<file path="src/pbsaw_pkg.sv">
// Package: constants, register indexes and pitch ratio table of the oscillator.
package pbsaw_pkg;

    localparam int PHASE_W     = 32;
    localparam int RATIO_N     = 64;
    localparam int RATIO_W     = 20;
    localparam int SAMPLE_W    = 16;
    localparam int KEY_W       = 7;
    localparam int KEY_LOW     = 24;
    localparam int KEY_HIGH    = KEY_LOW + RATIO_N - 1;
    localparam int IDX_W       = $clog2(RATIO_N);
    localparam int COEFF_W     = 16;
    localparam int PROD_W      = PHASE_W + RATIO_W;
    localparam int CFG_IDX_W   = 2;
    localparam int CFG_DATA_W  = 32;
    localparam int PRE_W       = 34;

    typedef enum logic [CFG_IDX_W-1:0] {
        REG_GLIDE_ENABLE = 2'd0,
        REG_BASE_STEP    = 2'd1,
        REG_GLIDE_COEFF  = 2'd2
    } t_cfg_reg;

    localparam logic [PHASE_W-1:0] BASE_STEP_RST   = 32'd11704680;
    localparam logic [COEFF_W-1:0] GLIDE_COEFF_RST = 16'd45;

    typedef logic [RATIO_W-1:0] t_ratio_rom [RATIO_N];

    function automatic int semitone_q16(input int k);
        int v;
        begin
            case (k)
                0:       v = 65536;
                1:       v = 69433;
                2:       v = 73562;
                3:       v = 77936;
                4:       v = 82570;
                5:       v = 87480;
                6:       v = 92682;
                7:       v = 98193;
                8:       v = 104032;
                9:       v = 110218;
                10:      v = 116772;
                default: v = 123715;
            endcase
            return v;
        end
    endfunction

    function automatic t_ratio_rom build_ratio_rom();
        t_ratio_rom rom;
        int oct;
        int b;
        int v;
        begin
            for (int i = 0; i < RATIO_N; i++) begin
                oct = i / 12 - 2;
                b   = semitone_q16(i % 12);
                if (oct >= 0) begin
                    v = b << oct;
                end else begin
                    v = (b + (1 << (-oct - 1))) >> (-oct);
                end
                rom[i] = RATIO_W'(v);
            end
            return rom;
        end
    endfunction

    localparam t_ratio_rom RATIO_ROM = build_ratio_rom();

endpackage

</file>
<file path="src/polyblep_saw_oscillator_glide.sv">
// A request passes target, difference, glide multiply and glide add to output;
// a phase wrap adds the restoring divider (16 quotient bits) and the correction squares.
// The sequencer handles one request at a time
// and reuses one 32x20 multiplier for target, glide step and both correction squares.
// Reset (synchronous, active low): phase, correction and increment clear to zero,
// registers return to glide off, base step 11704680, glide factor 45.
module polyblep_saw_oscillator_glide (
    input  logic        i_clk,
    input  logic        i_rst_n,
    input  logic        i_s_axis_tvalid,
    output logic        o_s_axis_tready,
    input  logic [7:0]  i_s_axis_tdata,   // [6:0] note_key, [7] zero
    input  logic        i_s_axis_tlast,   // block_end
    output logic        o_m_axis_tvalid,
    input  logic        i_m_axis_tready,
    output logic [15:0] o_m_axis_tdata,   // [15:0] sample (signed)
    output logic        o_m_axis_tlast,   // block_last
    input  logic        i_cfg_valid,
    output logic        o_cfg_ready,
    input  logic [1:0]  i_cfg_index,
    input  logic [31:0] i_cfg_data
);

    typedef enum logic [9:0] {
        ST_IDLE = 10'b00_0000_0001,
        ST_TGT  = 10'b00_0000_0010,
        ST_DIF  = 10'b00_0000_0100,
        ST_GMUL = 10'b00_0000_1000,
        ST_GADD = 10'b00_0001_0000,
        ST_DIV  = 10'b00_0010_0000,
        ST_TSQ  = 10'b00_0100_0000,
        ST_USQ  = 10'b00_1000_0000,
        ST_CAR  = 10'b01_0000_0000,
        ST_OUT  = 10'b10_0000_0000
    } t_state;

    localparam int PW = pbsaw_pkg::PHASE_W;

    t_state r_state, n_state;

    logic                               r_glide_en;
    logic [PW-1:0]                      r_base_step;
    logic [pbsaw_pkg::COEFF_W-1:0]      r_glide_coeff;

    logic [pbsaw_pkg::IDX_W-1:0]        r_key_idx;
    logic                               r_last;
    logic [pbsaw_pkg::PROD_W-1:0]       r_prod;
    logic [PW-1:0]                      r_w0;
    logic [PW-1:0]                      r_diff;
    logic                               r_up;
    logic [PW-1:0]                      r_inc;
    logic [PW-1:0]                      r_phase;
    logic [PW-1:0]                      r_corr;
    logic signed [pbsaw_pkg::PRE_W-1:0] r_pre;
    logic [PW-1:0]                      r_rem;
    logic [15:0]                        r_quot;
    logic [3:0]                         r_cnt;
    logic [15:0]                        r_out_data;
    logic                               r_out_last;
    logic                               r_out_valid;

    logic                               in_acc;
    logic [pbsaw_pkg::KEY_W-1:0]        key;
    logic [pbsaw_pkg::IDX_W-1:0]        key_idx;
    logic [PW-1:0]                      mul_a;
    logic [pbsaw_pkg::RATIO_W-1:0]      mul_b;
    logic [pbsaw_pkg::PROD_W-1:0]       mul_res;
    logic [PW-1:0]                      target;
    logic [PW-1:0]                      w0;
    logic [PW-1:0]                      step;
    logic [PW-1:0]                      w_new;
    logic [PW:0]                        np;
    logic [PW:0]                        rem2;
    logic                               rem_ge;
    logic [16:0]                        u_val;
    logic [pbsaw_pkg::PROD_W-1:0]       sq_rnd;
    logic [pbsaw_pkg::PROD_W-1:0]       step_rnd;
    logic signed [34:0]                 s_full;
    logic signed [34:0]                 s_rnd;
    logic signed [18:0]                 s_shift;
    logic [15:0]                        sample;
    logic                               out_free;

    assign in_acc          = i_s_axis_tvalid && o_s_axis_tready;
    assign o_s_axis_tready = (r_state == ST_IDLE);
    assign o_cfg_ready     = 1'b1;
    assign o_m_axis_tvalid = r_out_valid;
    assign o_m_axis_tdata  = r_out_data;
    assign o_m_axis_tlast  = r_out_last;
    assign out_free        = !r_out_valid || i_m_axis_tready;

    always_comb begin
        key = i_s_axis_tdata[pbsaw_pkg::KEY_W-1:0];
        if (key < pbsaw_pkg::KEY_W'(pbsaw_pkg::KEY_LOW)) begin
            key_idx = '0;
        end else if (key > pbsaw_pkg::KEY_W'(pbsaw_pkg::KEY_HIGH)) begin
            key_idx = pbsaw_pkg::IDX_W'(pbsaw_pkg::RATIO_N - 1);
        end else begin
            key_idx = pbsaw_pkg::IDX_W'(key - pbsaw_pkg::KEY_W'(pbsaw_pkg::KEY_LOW));
        end
    end

    assign u_val = 17'h1_0000 - {1'b0, r_quot};

    always_comb begin
        unique case (r_state)
            ST_TGT: begin
                mul_a = r_base_step;
                mul_b = pbsaw_pkg::RATIO_ROM[r_key_idx];
            end
            ST_GMUL: begin
                mul_a = r_diff;
                mul_b = pbsaw_pkg::RATIO_W'(r_glide_coeff);
            end
            ST_TSQ: begin
                mul_a = PW'(r_quot);
                mul_b = pbsaw_pkg::RATIO_W'(r_quot);
            end
            ST_USQ: begin
                mul_a = PW'(u_val);
                mul_b = pbsaw_pkg::RATIO_W'(u_val);
            end
            default: begin
                mul_a = '0;
                mul_b = '0;
            end
        endcase
    end

    assign mul_res = pbsaw_pkg::PROD_W'(mul_a) * pbsaw_pkg::PROD_W'(mul_b);

    assign target   = (|r_prod[pbsaw_pkg::PROD_W-1:48]) ? '1 : r_prod[47:16];
    assign w0       = r_glide_en ? r_inc : target;
    assign step_rnd = r_prod + pbsaw_pkg::PROD_W'(32768);
    assign step     = step_rnd[47:16];
    assign w_new    = r_up ? (r_w0 + step) : (r_w0 - step);
    assign np       = {1'b0, r_phase} + {1'b0, w_new};
    assign rem2     = {r_rem, 1'b0};
    assign rem_ge   = (rem2 >= {1'b0, r_inc});
    assign sq_rnd   = r_prod + pbsaw_pkg::PROD_W'(2);

    always_comb begin
        s_full  = 35'sd1073741824 - 35'(r_pre);
        s_rnd   = s_full + 35'sd32768;
        s_shift = 19'(s_rnd >>> 16);
        if (s_shift > 19'sd32767) begin
            sample = 16'h7FFF;
        end else if (s_shift < -19'sd32768) begin
            sample = 16'h8000;
        end else begin
            sample = s_shift[15:0];
        end
    end

    always_comb begin
        n_state = r_state;
        unique case (r_state)
            ST_IDLE: if (in_acc) n_state = ST_TGT;
            ST_TGT:  n_state = ST_DIF;
            ST_DIF:  n_state = ST_GMUL;
            ST_GMUL: n_state = ST_GADD;
            ST_GADD: n_state = np[PW] ? ST_DIV : ST_OUT;
            ST_DIV:  if (r_cnt == 4'd0) n_state = ST_TSQ;
            ST_TSQ:  n_state = ST_USQ;
            ST_USQ:  n_state = ST_CAR;
            ST_CAR:  n_state = ST_OUT;
            ST_OUT:  if (out_free) n_state = ST_IDLE;
            default: n_state = ST_IDLE;
        endcase
    end

    always_ff @(posedge i_clk) begin
        if (!i_rst_n) begin
            r_state       <= ST_IDLE;
            r_glide_en    <= 1'b0;
            r_base_step   <= pbsaw_pkg::BASE_STEP_RST;
            r_glide_coeff <= pbsaw_pkg::GLIDE_COEFF_RST;
            r_inc         <= '0;
            r_phase       <= '0;
            r_corr        <= '0;
            r_out_valid   <= 1'b0;
        end else begin
            r_state <= n_state;
            if (i_cfg_valid && o_cfg_ready) begin
                unique case (i_cfg_index)
                    pbsaw_pkg::REG_GLIDE_ENABLE: r_glide_en    <= i_cfg_data[0];
                    pbsaw_pkg::REG_BASE_STEP:    r_base_step   <= i_cfg_data;
                    pbsaw_pkg::REG_GLIDE_COEFF:  r_glide_coeff <= i_cfg_data[15:0];
                    default: ;
                endcase
            end
            if (r_state == ST_GADD) begin
                r_inc   <= w_new;
                r_phase <= np[PW-1:0];
                if (!np[PW]) begin
                    r_corr <= {1'b0, np[PW-1:1]};
                end
            end
            if (r_state == ST_CAR) begin
                r_corr <= {1'b0, r_phase[PW-1:1]} + PW'(sq_rnd[32:2]);
            end
            if (r_state == ST_OUT && out_free) begin
                r_out_valid <= 1'b1;
            end else if (i_m_axis_tready) begin
                r_out_valid <= 1'b0;
            end
        end
    end

    always_ff @(posedge i_clk) begin
        if (in_acc) begin
            r_key_idx <= key_idx;
            r_last    <= i_s_axis_tlast;
        end
        if (r_state == ST_TGT || r_state == ST_GMUL || r_state == ST_TSQ
            || r_state == ST_USQ) begin
            r_prod <= mul_res;
        end
        if (r_state == ST_DIF) begin
            r_w0 <= w0;
            r_up <= (target >= w0);
            r_diff <= (target >= w0) ? (target - w0) : (w0 - target);
        end
        if (r_state == ST_GADD) begin
            r_pre <= pbsaw_pkg::PRE_W'(r_corr);
            r_rem <= np[PW-1:0];
            r_cnt <= 4'd15;
        end
        if (r_state == ST_DIV) begin
            r_rem  <= rem_ge ? PW'(rem2 - {1'b0, r_inc}) : rem2[PW-1:0];
            r_quot <= {r_quot[14:0], rem_ge};
            r_cnt  <= r_cnt - 4'd1;
        end
        if (r_state == ST_USQ) begin
            r_pre <= r_pre - pbsaw_pkg::PRE_W'(sq_rnd[32:2]);
        end
        if (r_state == ST_OUT && out_free) begin
            r_out_data <= sample;
            r_out_last <= r_last;
        end
    end

endmodule

</file>
<file path="config.mk">
export PLATFORM = sky130hd
export DESIGN_NAME = polyblep_saw_oscillator_glide
export DESIGN_NICKNAME = d
export VERILOG_FILES = /design/src/pbsaw_pkg.sv /design/src/polyblep_saw_oscillator_glide.sv
export SDC_FILE = /design/constraint.sdc
export NUM_CORES = 2
export LEC_CHECK = 0
export ABC_AREA = 1
export BUFFER_PORTS_ARGS = -buffer_cell sky130_fd_sc_hd__buf_2
export CORE_UTILIZATION = 60
export DETAILED_ROUTE_END_ITERATION = 8
export PLACE_DENSITY = 0.76
export SYNTH_ARGS = -nofsm -noshare
export SYNTH_HDL_FRONTEND = slang
export SYNTH_SLANG_ARGS = --single-unit
</file>
<file path="constraint.sdc">
create_clock -name i_clk -period 23.5 [get_ports i_clk]
set_input_delay 4.7 -clock i_clk [delete_from_list [all_inputs] [get_ports i_clk]]
set_output_delay 4.7 -clock i_clk [all_outputs]
set_load 0.005 [all_outputs]
</file>
==> qor.yml <==
status:
  status: "finished with violations"
  violations: "design-rule violations"
clock_network:
  cts.clk_slew.worst_paths_ns: 0.06
  ctsResizeCount: 0
  cts_max_level: 2
  cts.sinks: 382
  clk_latency_ns: 0.63
  cts_hold_buf: 0
  root_buffer: "clkbuf_16"
  numCtsBuffers: 44
  tritoncts: "done"
  cts.path.max_buffers: 3
  post-cts-setup-buffers: 0
sta:
  setup_viol: 0
  relSlewSlack_pct: 21.1
  setup_slack_ns: 13.46
  skew_ns: 0.0187
  drv_slew: 0
  finalCritPeriodShare_pct: 42.7
  fmax_mhz: 99.6
  grt_setup_unrepaired: "no"
  finalSetupTns_ns: 0
  period_minus_slack_ns: 10.04
  tightest_slew_ns: 1.17
  finalHoldViolCount: 0
worst_setup_path:
  path_class: "reg2reg"
  cp.required_ns: 23.87
  start_kind: "flip-flop"
  cp_top_family: "adder cells"
  crit_path_end_kind: "flip-flop"
  crit_arrival_ns: 10.41
  ff2ff_path_depth: 33
  crit_buf_inv: 9
  slowest_delay_ns: 0.91
  reg2reg_to: "r_prod[49]$_DFFE_PP_"
  crit_fanout: 24
  rrSetupSlack_ns: 13.46
  r2r-start: "r_key_idx[2]$_SDFFCE_PN0P_"
  crit_slowest_cell: "edfxtp_1"
drt:
  vias: 49600
  via_per_inst: 5.81
  drtPass1Iterations: 9
  remaining_drc_errors: 4
  first_iter_violations: 5171
  ant_nets: 0
  wl_mm: 176
  routedWlPerCell_um: 20.6
worst_hold_path:
  hold_depth: 0
  min_from: "r_last$_DFFE_PP_"
  hp-class: "reg2reg"
  min_to: "o_m_axis_tlast$_DFFE_PP_"
power_and_ir_drop:
  p_per_area_mw_per_mm2: 36.8
  p_leak_nw: 28.8
  p_total_mw: 2.07
  peakVddDrop_mv: 0.0655
yosys:
  synthFlopType: "edfxtp_1"
  syn_area_sq_mm: 0.0534
  yosysWarnings: 0
  syn_inst: 7381
  async_flop_share_pct: 0
  synth-edff-count: 226
  ys_seq_elements: 382
  yosys.cell_types.count: 78
  avgSynthCellArea_sq_um: 7.24
  yosysSeqAreaShare_pct: 18.6
  synth_nets: 8372
global_routing:
  grt_pass1_vias: 47700
  grt_max_degree: 66
  grt_overflow: 0
  grt_util_all_layers_pct: 38.9
  antenna_found_initial: 6
  grt_pass1_wl_mm: 268
floorplanning:
  core_sq_mm: 0.0882
  initial_core_util_pct: 60.5
  dieArea_sq_mm: 0.0902
  die_h_um: 300
  die_w_um: 300
  rows: 109
  ios: 68
place:
  gp_congestion: 1.05
  dp_slack_ns: 13.76
  io_buffers: 65
  post-dp-hpwl_mm: 140
job:
  maxCapViolCount: 0
cells_and_area:
  syn2layout_area_growth_pct: 5.36
  layout-drive-gt1-share_pct: 4.81
  final_cell_mix: "1587 x nand2_1, 1450 x inv_1, 766 x nor2_1"
  layout_commonest_cell: "nand2_1"
  fin_nets: 8329
synthesized netlist by cell type, types with 30 or more instances:
| library cell | instances | area share [%] |
|---|---|---|
| a21o_1 | 33 | 0.46 |
| a21oi_1 | 475 | 4.5 |
| a31oi_1 | 35 | 0.41 |
| buf_2 | 81 | 0.76 |
| clkbuf_1 | 118 | 0.83 |
| dfxtp_1 | 156 | 5.8 |
| edfxtp_1 | 226 | 13 |
| fa_1 | 543 | 20 |
| ha_1 | 400 | 9.4 |
| inv_1 | 1452 | 10 |
| nand2_1 | 1587 | 11 |
| nand3_1 | 239 | 2.2 |
| nor2_1 | 768 | 5.4 |
| nor3_1 | 71 | 0.67 |
| o211ai_1 | 43 | 0.60 |
| o21ai_0 | 452 | 4.2 |
| o21bai_1 | 38 | 0.53 |
| or2_2 | 30 | 0.35 |
| xnor2_1 | 85 | 1.4 |
| xor2_1 | 157 | 2.6 |
sequential cells by signal, indices dropped and copies added, names as in the netlist:
register,flops
r_up,1
r_key_idx,6
r_inc,32
r_glide_coeff,16
o_m_axis_tlast,1
r_last,1
o_m_axis_tvalid,1
r_corr,32
r_w0,32
r_quot,16
r_state,10
r_diff,32
r_pre,34
r_cnt,4
r_prod,51
r_glide_en,1
r_rem,32
o_m_axis_tdata,16
r_phase,32
r_base_step,32
per-layer routing:
metal / part of all wire, % / global-route usage, % / vias to the layer above
met5: 0.039 / 0 / -
met4: 5.5 / 19.3 / 10
met3: 10 / 7.59 / 534
met2: 44 / 61.4 / 2435
met1: 40 / 51.0 / 23500
li1: - / - / 23100
worst max path at each step:
stage,start,endpoint,slack [ns],depth (start not counted)
finish,r_key_idx[2]$_SDFFCE_PN0P_,r_prod[49]$_DFFE_PP_,13.46,33
global route,r_key_idx[2]$_SDFFCE_PN0P_,r_prod[51]$_DFFE_PP_,12.98,34
CTS,r_key_idx[2]$_SDFFCE_PN0P_,r_prod[49]$_DFFE_PP_,13.74,33
detailed placement,r_key_idx[2]$_SDFFCE_PN0P_,r_prod[49]$_DFFE_PP_,13.76,33
global placement,r_key_idx[2]$_SDFFCE_PN0P_,r_prod[49]$_DFFE_PP_,13.76,37
floorplan,r_key_idx[0]$_SDFFCE_PN0P_,r_prod[51]$_DFFE_PP_,15.78,36
area by class of cell:
cell class / count / area, sq um
Timing Repair Buffer: 129 / 808
Tap cell: 1165 / 1460
Clock inverter: 24 / 256
Fill cell: 8017 / 32000
Antenna cell: 2 / 5.00
Sequential cell: 382 / 9910
Clock buffer: 57 / 1230
Inverter: 1484 / 5570
Multi-Input combinational cell: 5297 / 37000
report_power, final:
group          switching [mW]  internal, mW  total [mW]  leakage [nW]
sequential             0.0185         0.731       0.750          3.30
clock                   0.318         0.408       0.726         0.705
combinational           0.437         0.161       0.597          24.8
total                   0.773          1.30        2.07          28.8
worst register-to-register path: cells and delay by family (launching register included):
| kind | cells | cell delay, ns |
|---|---|---|
| adder cells (fa/ha/maj) | 8 | 3.79 |
| buffers and inverters | 9 | 1.92 |
| AO/OA/AOI/OAI | 9 | 1.74 |
| AND/OR/NAND/NOR | 6 | 1.27 |
| flip-flops | 1 | 0.91 |
| XOR/XNOR | 1 | 0.17 |
cells by family (layout without fill, tap and decap cells):
family,count (synthesis),after routing,share of synthesized area (%)
muxes,2,2,0.0375
xor gates and xnor gates,245,245,4.06
other,1,3,0.00702
adders and majority gates,943,943,29.7
DFF,382,382,18.6
AOI/OAI and AO/OA,1261,1261,13.5
buffers and inverters,1702,1694,12.2
and+or+nand+nor,2845,2845,21.9
per-stage QoR:
stage / area, sq um / hold WS (ns) / cells / util [%]
2_1_floorplan: 53400 / 0.400 / 7381 / -
3_3_place_gp: 54800 / 0.405 / 8457 / 62.1
3_5_place_dp: 54800 / 0.406 / 8457 / 62.1
4_1_cts: 56300 / 0.433 / 8538 / 63.8
5_1_grt: 56300 / 0.445 / 8538 / 63.8
6_report: 56300 / 0.430 / 8540 / 63.8
No activity file was read; power rests on OpenSTA's default activity.
